File: config.mk
export PLATFORM = sky130hd
export DESIGN_NAME = keypad_code_lock_with_lockout_core
export DESIGN_NICKNAME = d
export VERILOG_FILES = /design/src/rtl/kcl_pkg.sv /design/src/rtl/keypad_code_lock_with_lockout_core.sv /design/src/rtl/kcl_fsm.sv
export SDC_FILE = /design/constraint.sdc
export NUM_CORES = 1
export LEC_CHECK = 0
export BUFFER_PORTS_ARGS = -buffer_cell sky130_fd_sc_hd__buf_4
export CAP_MARGIN = 20
export CORE_MARGIN = 2
export CORE_UTILIZATION = 59
export DETAILED_ROUTE_END_ITERATION = 10
export GPL_TIMING_DRIVEN = 0
export PLACE_DENSITY = 0.85
export SYNTH_ARGS = -nofsm -noshare
export SYNTH_HDL_FRONTEND = slang
export SYNTH_HIERARCHICAL = 1
export SYNTH_SLANG_ARGS = --single-unit
File: constraint.sdc
create_clock -name clk -period 7.59 [get_ports clk]
set_input_delay 0.759 -clock clk [delete_from_list [all_inputs] [get_ports clk]]
set_output_delay 0.759 -clock clk [all_outputs]
set_load 0.02 [all_outputs]
File: src/rtl/kcl_pkg.sv
// kcl_pkg: shared types and constants for the keypad code lock
// no dependencies
`default_nettype none

package kcl_pkg;

  localparam int TICK_W = 16;
  localparam int CFG_IDX_W = 3;
  localparam int CFG_DATA_W = 32;

  localparam logic [CFG_IDX_W-1:0] CFG_CODE_LENGTH = 3'd0;
  localparam logic [CFG_IDX_W-1:0] CFG_CODE_SYMBOLS = 3'd1;
  localparam logic [CFG_IDX_W-1:0] CFG_MAX_WRONG = 3'd2;
  localparam logic [CFG_IDX_W-1:0] CFG_INPUT_TIMEOUT = 3'd3;
  localparam logic [CFG_IDX_W-1:0] CFG_UNLOCK_HOLD = 3'd4;
  localparam logic [CFG_IDX_W-1:0] CFG_LOCKOUT = 3'd5;

  localparam logic ACT_KEY = 1'b0;
  localparam logic ACT_TICK = 1'b1;

  typedef enum logic [1:0] {
    MODE_IDLE     = 2'd0,
    MODE_ENTERING = 2'd1,
    MODE_UNLOCKED = 2'd2,
    MODE_LOCKED   = 2'd3
  } mode_t;

  typedef enum logic [2:0] {
    NOTE_NONE    = 3'd0,
    NOTE_KEY     = 3'd1,
    NOTE_OK      = 3'd2,
    NOTE_FAIL    = 3'd3,
    NOTE_LOCKOUT = 3'd4,
    NOTE_IDLE    = 3'd5
  } notice_t;

  typedef struct packed {
    logic [3:0]        code_length;
    logic [31:0]       code_symbols;
    logic [3:0]        max_wrong_attempts;
    logic [TICK_W-1:0] input_timeout_ticks;
    logic [TICK_W-1:0] unlock_hold_ticks;
    logic [TICK_W-1:0] lockout_ticks;
  } kcl_cfg_t;

  typedef struct packed {
    notice_t           notice;
    mode_t             lock_state;
    logic [3:0]        wrong_attempts;
    logic [3:0]        entered_count;
    logic [TICK_W-1:0] remain_ticks;
  } kcl_result_t;

endpackage

`default_nettype wire

File: src/rtl/keypad_code_lock_with_lockout_core.sv
// keypad code lock top level: config registers, result pipeline, seconds divide
// depends on kcl_pkg and kcl_fsm
// pipeline: an input's result is registered in s1 and then in s2, which drives the outputs
// throughput: one item per cycle while out_ready does not stall the output; state updates
//   at transfer, the tick-to-second constant multiply sits in the second stage
// reset: synchronous; state idle, counters zero, config at defaults, pipeline empty
`default_nettype none

module keypad_code_lock_with_lockout_core
  import kcl_pkg::*;
#(
  parameter int MAX_CODE_LEN = 8,
  parameter int SYMBOL_BITS = 4,
  parameter int TICKS_PER_SECOND = 100
) (
  input  wire logic                  clk,
  input  wire logic                  rst,
  input  wire logic                  cfg_wen,
  input  wire logic [CFG_IDX_W-1:0]  cfg_index,
  input  wire logic [CFG_DATA_W-1:0] cfg_data,
  input  wire logic                  in_valid,
  output logic                       in_ready,
  input  wire logic                  action,
  input  wire logic [3:0]            symbol,
  output logic                       out_valid,
  input  wire logic                  out_ready,
  output logic [2:0]                 notice,
  output logic [1:0]                 lock_state,
  output logic [3:0]                 wrong_attempts,
  output logic [3:0]                 entered_count,
  output logic [15:0]                lockout_seconds_left
);

  localparam int DIV_SHIFT = TICK_W + $clog2(TICKS_PER_SECOND);
  localparam logic [TICK_W:0] DIV_MULT =
    (TICK_W + 1)'(((64'd1 << DIV_SHIFT) + TICKS_PER_SECOND - 1) / TICKS_PER_SECOND);

  kcl_cfg_t    cfg;
  kcl_result_t fsm_res;
  kcl_result_t s1;
  logic        s1_valid;
  kcl_result_t s2;
  logic [15:0] s2_seconds;
  logic        s2_load;
  logic        accept;
  logic [2*TICK_W:0] prod;

  always_ff @(posedge clk) begin
    if (rst) begin
      cfg.code_length <= 4'd4;
      cfg.code_symbols <= 32'd0;
      cfg.max_wrong_attempts <= 4'd3;
      cfg.input_timeout_ticks <= 16'd300;
      cfg.unlock_hold_ticks <= 16'd500;
      cfg.lockout_ticks <= 16'd30000;
    end else if (cfg_wen) begin
      case (cfg_index)
        CFG_CODE_LENGTH:   cfg.code_length <= cfg_data[3:0];
        CFG_CODE_SYMBOLS:  cfg.code_symbols <= cfg_data;
        CFG_MAX_WRONG:     cfg.max_wrong_attempts <= cfg_data[3:0];
        CFG_INPUT_TIMEOUT: cfg.input_timeout_ticks <= cfg_data[TICK_W-1:0];
        CFG_UNLOCK_HOLD:   cfg.unlock_hold_ticks <= cfg_data[TICK_W-1:0];
        CFG_LOCKOUT:       cfg.lockout_ticks <= cfg_data[TICK_W-1:0];
        default: begin
        end
      endcase
    end
  end

  assign s2_load = !out_valid || out_ready;
  assign in_ready = !s1_valid || s2_load;
  assign accept = in_valid && in_ready;

  kcl_fsm #(
    .MAX_CODE_LEN(MAX_CODE_LEN),
    .SYMBOL_BITS (SYMBOL_BITS)
  ) u_fsm (
    .clk   (clk),
    .rst   (rst),
    .step  (accept),
    .action(action),
    .symbol(symbol),
    .cfg   (cfg),
    .res   (fsm_res)
  );

  // divide by ticks per second as multiply by rounded-up reciprocal
  assign prod = (2 * TICK_W + 1)'(s1.remain_ticks) * (2 * TICK_W + 1)'(DIV_MULT);

  always_ff @(posedge clk) begin
    if (rst) begin
      s1_valid <= 1'b0;
      out_valid <= 1'b0;
    end else begin
      if (in_ready) begin
        s1_valid <= in_valid;
      end
      if (s2_load) begin
        out_valid <= s1_valid;
      end
    end
  end

  always_ff @(posedge clk) begin
    if (accept) begin
      s1 <= fsm_res;
    end
    if (s2_load && s1_valid) begin
      s2 <= s1;
      s2_seconds <= 16'(prod >> DIV_SHIFT);
    end
  end

  assign notice = s2.notice;
  assign lock_state = s2.lock_state;
  assign wrong_attempts = s2.wrong_attempts;
  assign entered_count = s2.entered_count;
  assign lockout_seconds_left = s2_seconds;

endmodule

`default_nettype wire

File: src/rtl/kcl_fsm.sv
// kcl_fsm: lock state machine, entry buffer, counters and code compare
// depends on kcl_pkg
`default_nettype none

module kcl_fsm
  import kcl_pkg::*;
#(
  parameter int MAX_CODE_LEN = 8,
  parameter int SYMBOL_BITS = 4
) (
  input  wire logic        clk,
  input  wire logic        rst,
  input  wire logic        step,
  input  wire logic        action,
  input  wire logic [3:0]  symbol,
  input  wire kcl_cfg_t    cfg,
  output kcl_result_t      res
);

  localparam int FILL_W = $clog2(MAX_CODE_LEN + 1);
  localparam int IDX_W = (MAX_CODE_LEN > 1) ? $clog2(MAX_CODE_LEN) : 1;
  localparam int CMP_W = (FILL_W > 4) ? FILL_W : 4;
  localparam int PAD_W = MAX_CODE_LEN * SYMBOL_BITS + 32;
  localparam logic [TICK_W-1:0] TICK_MAX = {TICK_W{1'b1}};

  mode_t                  mode, mode_next;
  logic [SYMBOL_BITS-1:0] store [MAX_CODE_LEN];
  logic [FILL_W-1:0]      fill, fill_next;
  logic [TICK_W-1:0]      idle_ticks, idle_next;
  logic [TICK_W-1:0]      hold_ticks, hold_next;
  logic [3:0]             fail, fail_next;
  notice_t                note;
  logic                   wr_en;

  logic [SYMBOL_BITS-1:0] sym;
  logic [TICK_W-1:0]      idle_inc, hold_inc;
  logic [3:0]             fail_inc;
  logic                   has_room;
  logic [PAD_W-1:0]       code_pad;
  logic [MAX_CODE_LEN-1:0] lane_ok;
  logic                   match;

  assign sym = SYMBOL_BITS'(symbol);
  assign idle_inc = (idle_ticks == TICK_MAX) ? idle_ticks : idle_ticks + 1'b1;
  assign hold_inc = (hold_ticks == TICK_MAX) ? hold_ticks : hold_ticks + 1'b1;
  assign fail_inc = (fail == 4'hf) ? fail : fail + 1'b1;
  assign has_room = fill < FILL_W'(MAX_CODE_LEN);
  assign code_pad = PAD_W'(cfg.code_symbols);

  // per-slot compare, slots past the fill are don't care
  for (genvar i = 0; i < MAX_CODE_LEN; i++) begin : g_lane
    assign lane_ok[i] = (FILL_W'(i) >= fill) ||
                        (store[i] == code_pad[SYMBOL_BITS*i +: SYMBOL_BITS]);
  end

  assign match = (CMP_W'(fill) == CMP_W'(cfg.code_length)) && (fill != '0) && (&lane_ok);

  always_comb begin
    mode_next = mode;
    fill_next = fill;
    idle_next = idle_ticks;
    hold_next = hold_ticks;
    fail_next = fail;
    note = NOTE_NONE;
    wr_en = 1'b0;
    if (action == ACT_KEY) begin
      if (mode == MODE_IDLE || mode == MODE_ENTERING) begin
        mode_next = MODE_ENTERING;
        if (has_room) begin
          wr_en = 1'b1;
          fill_next = fill + 1'b1;
        end
        idle_next = '0;
        note = NOTE_KEY;
      end
    end else begin
      case (mode)
        MODE_ENTERING: begin
          idle_next = idle_inc;
          if (idle_inc >= cfg.input_timeout_ticks) begin
            fill_next = '0;
            idle_next = '0;
            if (match) begin
              mode_next = MODE_UNLOCKED;
              fail_next = '0;
              hold_next = '0;
              note = NOTE_OK;
            end else begin
              fail_next = fail_inc;
              if (fail_inc >= cfg.max_wrong_attempts) begin
                mode_next = MODE_LOCKED;
                hold_next = '0;
                note = NOTE_LOCKOUT;
              end else begin
                mode_next = MODE_IDLE;
                note = NOTE_FAIL;
              end
            end
          end
        end
        MODE_UNLOCKED: begin
          hold_next = hold_inc;
          if (hold_inc >= cfg.unlock_hold_ticks) begin
            mode_next = MODE_IDLE;
            note = NOTE_IDLE;
          end
        end
        MODE_LOCKED: begin
          hold_next = hold_inc;
          if (hold_inc >= cfg.lockout_ticks) begin
            mode_next = MODE_IDLE;
            fail_next = '0;
            note = NOTE_IDLE;
          end
        end
        default: begin
        end
      endcase
    end
  end

  always_comb begin
    res.notice = note;
    res.lock_state = mode_next;
    res.wrong_attempts = fail_next;
    res.entered_count = 4'(fill_next);
    if (mode_next == MODE_LOCKED && hold_next < cfg.lockout_ticks) begin
      res.remain_ticks = cfg.lockout_ticks - hold_next;
    end else begin
      res.remain_ticks = '0;
    end
  end

  always_ff @(posedge clk) begin
    if (rst) begin
      mode <= MODE_IDLE;
      fill <= '0;
      idle_ticks <= '0;
      hold_ticks <= '0;
      fail <= '0;
    end else if (step) begin
      mode <= mode_next;
      fill <= fill_next;
      idle_ticks <= idle_next;
      hold_ticks <= hold_next;
      fail <= fail_next;
    end
  end

  always_ff @(posedge clk) begin
    if (step && wr_en) begin
      store[fill[IDX_W-1:0]] <= sym;
    end
  end

endmodule

`default_nettype wire
==> impl_metrics.json <==
{
  "cts_made_buffers": 24,
  "path_max_fanout": 12,
  "critPathLaunch": "u_fsm/idle_ticks[4]",
  "hold_violations": 0,
  "fmax_mhz": 139.4,
  "ys_seq_area_share_pct": 31.28,
  "r2r_cells": 27,
  "min_path_type": "flop to flop",
  "synth_cell_types": 79,
  "ys_warn_count": 6,
  "power-per-cell-area_nw_per_um2": 235.8,
  "fin_skew_ns": 0.03326,
  "grt_max_degree": 22,
  "top_layer": "met4",
  "wl_met2_mm": 21.38,
  "drt-vias-per-instance": 5.913,
  "drc": 0,
  "coreArea_um2": 27710,
  "die_h_um": 171.3,
  "reg2reg_setup_slack_ns": 0.42,
  "synthArstFlopShare_pct": 0,
  "dr.first_iter.drc_count": 1020,
  "grtUsageTotal_pct": 28.87,
  "hold_buffers": 0,
  "drv_cap": 0,
  "status": "complete, no violations",
  "post_cts_buffers": 0,
  "drive_above_1_share_pct": 7.557,
  "path_class": "flop to flop",
  "reg2reg_from": "u_fsm/idle_ticks[4]",
  "synth_area_leaders": "dfxtp_1 16%, ha_1 16%, edfxtp_1 15%, fa_1 12%, inv_1 5.8%",
  "synth_top_area_cell": "dfxtp_1",
  "hold_depth": 0,
  "power.leakage_nw": 8.262,
  "synth_area_per_cell_um2": 9.104,
  "final_max_slew_viol_count": 0,
  "grt_first_pass_wirelength_mm": 66.63,
  "cts_tree": "yes",
  "endpoint": "s1[8]",
  "diodes": 0,
  "ys.flop_type": "dfxtp_1",
  "wl_met1_mm": 15.81,
  "die_area_um2": 29350,
  "reg2reg_to": "s1[8]",
  "end_kind": "flop",
  "setup_viol": 0,
  "critPathLaunchType": "flop",
  "worstMarginPinSlew_ns": 0.8436,
  "fin_util_pct": 66.55,
  "clk_latency_ns": 0.55,
  "clkTransAtPathRegs_ns": 0.06,
  "nets": 2266,
  "ios": 76,
  "firstDrtPassIters": 6,
  "h-tree-depth": 1,
  "rsz0062_at_grt": "false",
  "min_period_ns": 7.174,
  "slew_headroom_pct": 43.33,
  "synth.most_common_cell": "inv_1",
  "clk_path_buf_depth": 3,
  "antenna_found_initial": 0,
  "grt_pass1_vias": 13660,
  "ys_ff_latch": 216,
  "cp.arrival_ns": 7.45,
  "grt.overflow.total": 0,
  "final_antenna_net_count": 0,
  "cts_num_sinks": 216,
  "io_buffers": 68,
  "wl_met3_mm": 2.744,
  "hpwlAfterDp_mm": 33.29,
  "yosys.area.top_type_share_pct": 16.00,
  "required_ns": 7.87,
  "netlist_top_cells_count": "256 x inv_1, 235 x nand2_1, 209 x ha_1",
  "fin_crit_sh_pct": 94.52,
  "wl_per_cell_um": 18.36,
  "fillers": 2195,
  "drt-total-wl_mm": 42.42,
  "synth_edf_count": 84,
  "cts_resized": 0,
  "root_buffer": "clkbuf_16",
  "start_util_pct": 59.61,
  "finalSetupTns_ns": 0,
  "vias": 13660,
  "peakVddDrop_uv": 188.2,
  "synth_area_um2": 16510,
  "synth_cells": 1814,
  "rows": 61,
  "die_x_um": 171.3,
  "area_delta_synth_final_pct": 11.65,
  "gp_congestion": 0.9585
}
power breakdown:
part	switching, mW	internal [mW]
clock network	0.513	0.728
logic	1.08	0.742
registers	0.0280	1.26
flip-flops by register name (all words and copies together) (netlist names):
name / flops
u_fsm/store: 32
wrong_attempts: 4
entered_count: 4
out_valid: 1
u_fsm/fail: 4
lock_state: 2
s1_valid: 1
lockout_seconds_left: 10
s1: 29
u_fsm/mode: 2
u_fsm/idle_ticks: 16
cfg: 88
u_fsm/hold_ticks: 16
u_fsm/fill: 4
notice: 3
worst min path at each step:
| stage | startpoint | endpoint | slack (ns) |
|---|---|---|---|
| after detailed placement | s1[19] | entered_count[3] | 0.40 |
| after global routing | s1[24] | lock_state[0] | 0.43 |
| after global placement | s1[22] | wrong_attempts[2] | 0.40 |
| after CTS | s1[17] | entered_count[1] | 0.42 |
| final | s1[17] | entered_count[1] | 0.42 |
| after floorplan | s1[16] | entered_count[0] | 0.40 |
metrics by stage:
step	worst slack [ns]	cell area (µm²)	hold WS (ns)	instances	total power, mW
after CTS	0.3809	18430	0.4234	2311	4.340
after global placement	0.6130	17520	0.4027	2265	2.998
after floorplan	1.564	16530	0.4003	1819	2.639
after detailed placement	0.5259	17570	0.4045	2267	3.088
final	0.4162	18440	0.4202	2310	4.348
after global routing	0.04832	18440	0.4339	2310	4.626
cell usage in the layout, fill, tap and decap left out, types with 52 or more instances in the layout:
cell type / netlist / routed
inv_1: 256 / 256
nand2_1: 235 / 235
ha_1: 209 / 209
a21oi_1: 137 / 137
dfxtp_1: 132 / 132
fa_1: 98 / 98
nor2_1: 92 / 92
edfxtp_1: 84 / 84
buf_4: 6 / 74
xnor2_1: 62 / 62
clkbuf_1: 51 / 52
critical path, cell delays in order, from the launching register on:
cell and delay (ns):
dfxtp_1 0.45, and3_1 0.28, nand4_1 0.25, or4_1 0.52
clkbuf_1 0.22, nor2b_1 0.22, nand4_1 0.13, xnor2_1 0.16
ha_1 0.29, a211oi_1 0.25, nor2_1 0.10, o32ai_1 0.46
nor2_1 0.13, a21o_1 0.28, a31oi_1 0.28, nand2b_2 0.34
a22oi_1 0.19, fa_1 0.47, a32o_1 0.32, o211ai_1 0.24
nand3_1 0.11, a31oi_1 0.33, o21ai_0 0.18, a21oi_1 0.18
or4_1 0.12, buf_2 0.17, buf_6 0.16, nor2_1 0.06
final cells by class:
cell class                      instances  area (µm²)  share of cell area, %
Tap cell                              378       473.0                  2.565
Sequential cell                       216        5165                  28.01
Timing Repair Buffer                   70       565.5                  3.067
Buffer                                 64       276.5                  1.500
Clock inverter                         16       206.4                  1.120
Inverter                              260       975.9                  5.293
Clock buffer                           28       646.9                  3.508
Multi-Input combinational cell       1278       10130                  54.94
kinds of logic (layout without fill, tap and decap cells):
kind of cell / count (synthesis) / in the layout / synth area share (%)
AO/OA/AOI/OAI: 349 / 349 / 13.68
XOR/XNOR: 77 / 77 / 4.084
adder cells (fa/ha/maj): 307 / 307 / 27.71
buffers and inverters: 325 / 438 / 7.607
flip-flops: 216 / 216 / 31.28
multiplexers: 10 / 10 / 0.6137
other: 1 / 6 / 0.02271
AND/OR/NAND/NOR: 529 / 529 / 15.01
routing by layer:
| metal | up-vias | track usage [%] |
|---|---|---|
| met5 | - | 0 |
| met4 | 0 | 15.36 |
| met3 | 170 | 3.912 |
| met2 | 605 | 52.73 |
| met1 | 6481 | 32.68 |
| li1 | 6402 | - |
Note: power is estimated with default switching activity, not from simulation.
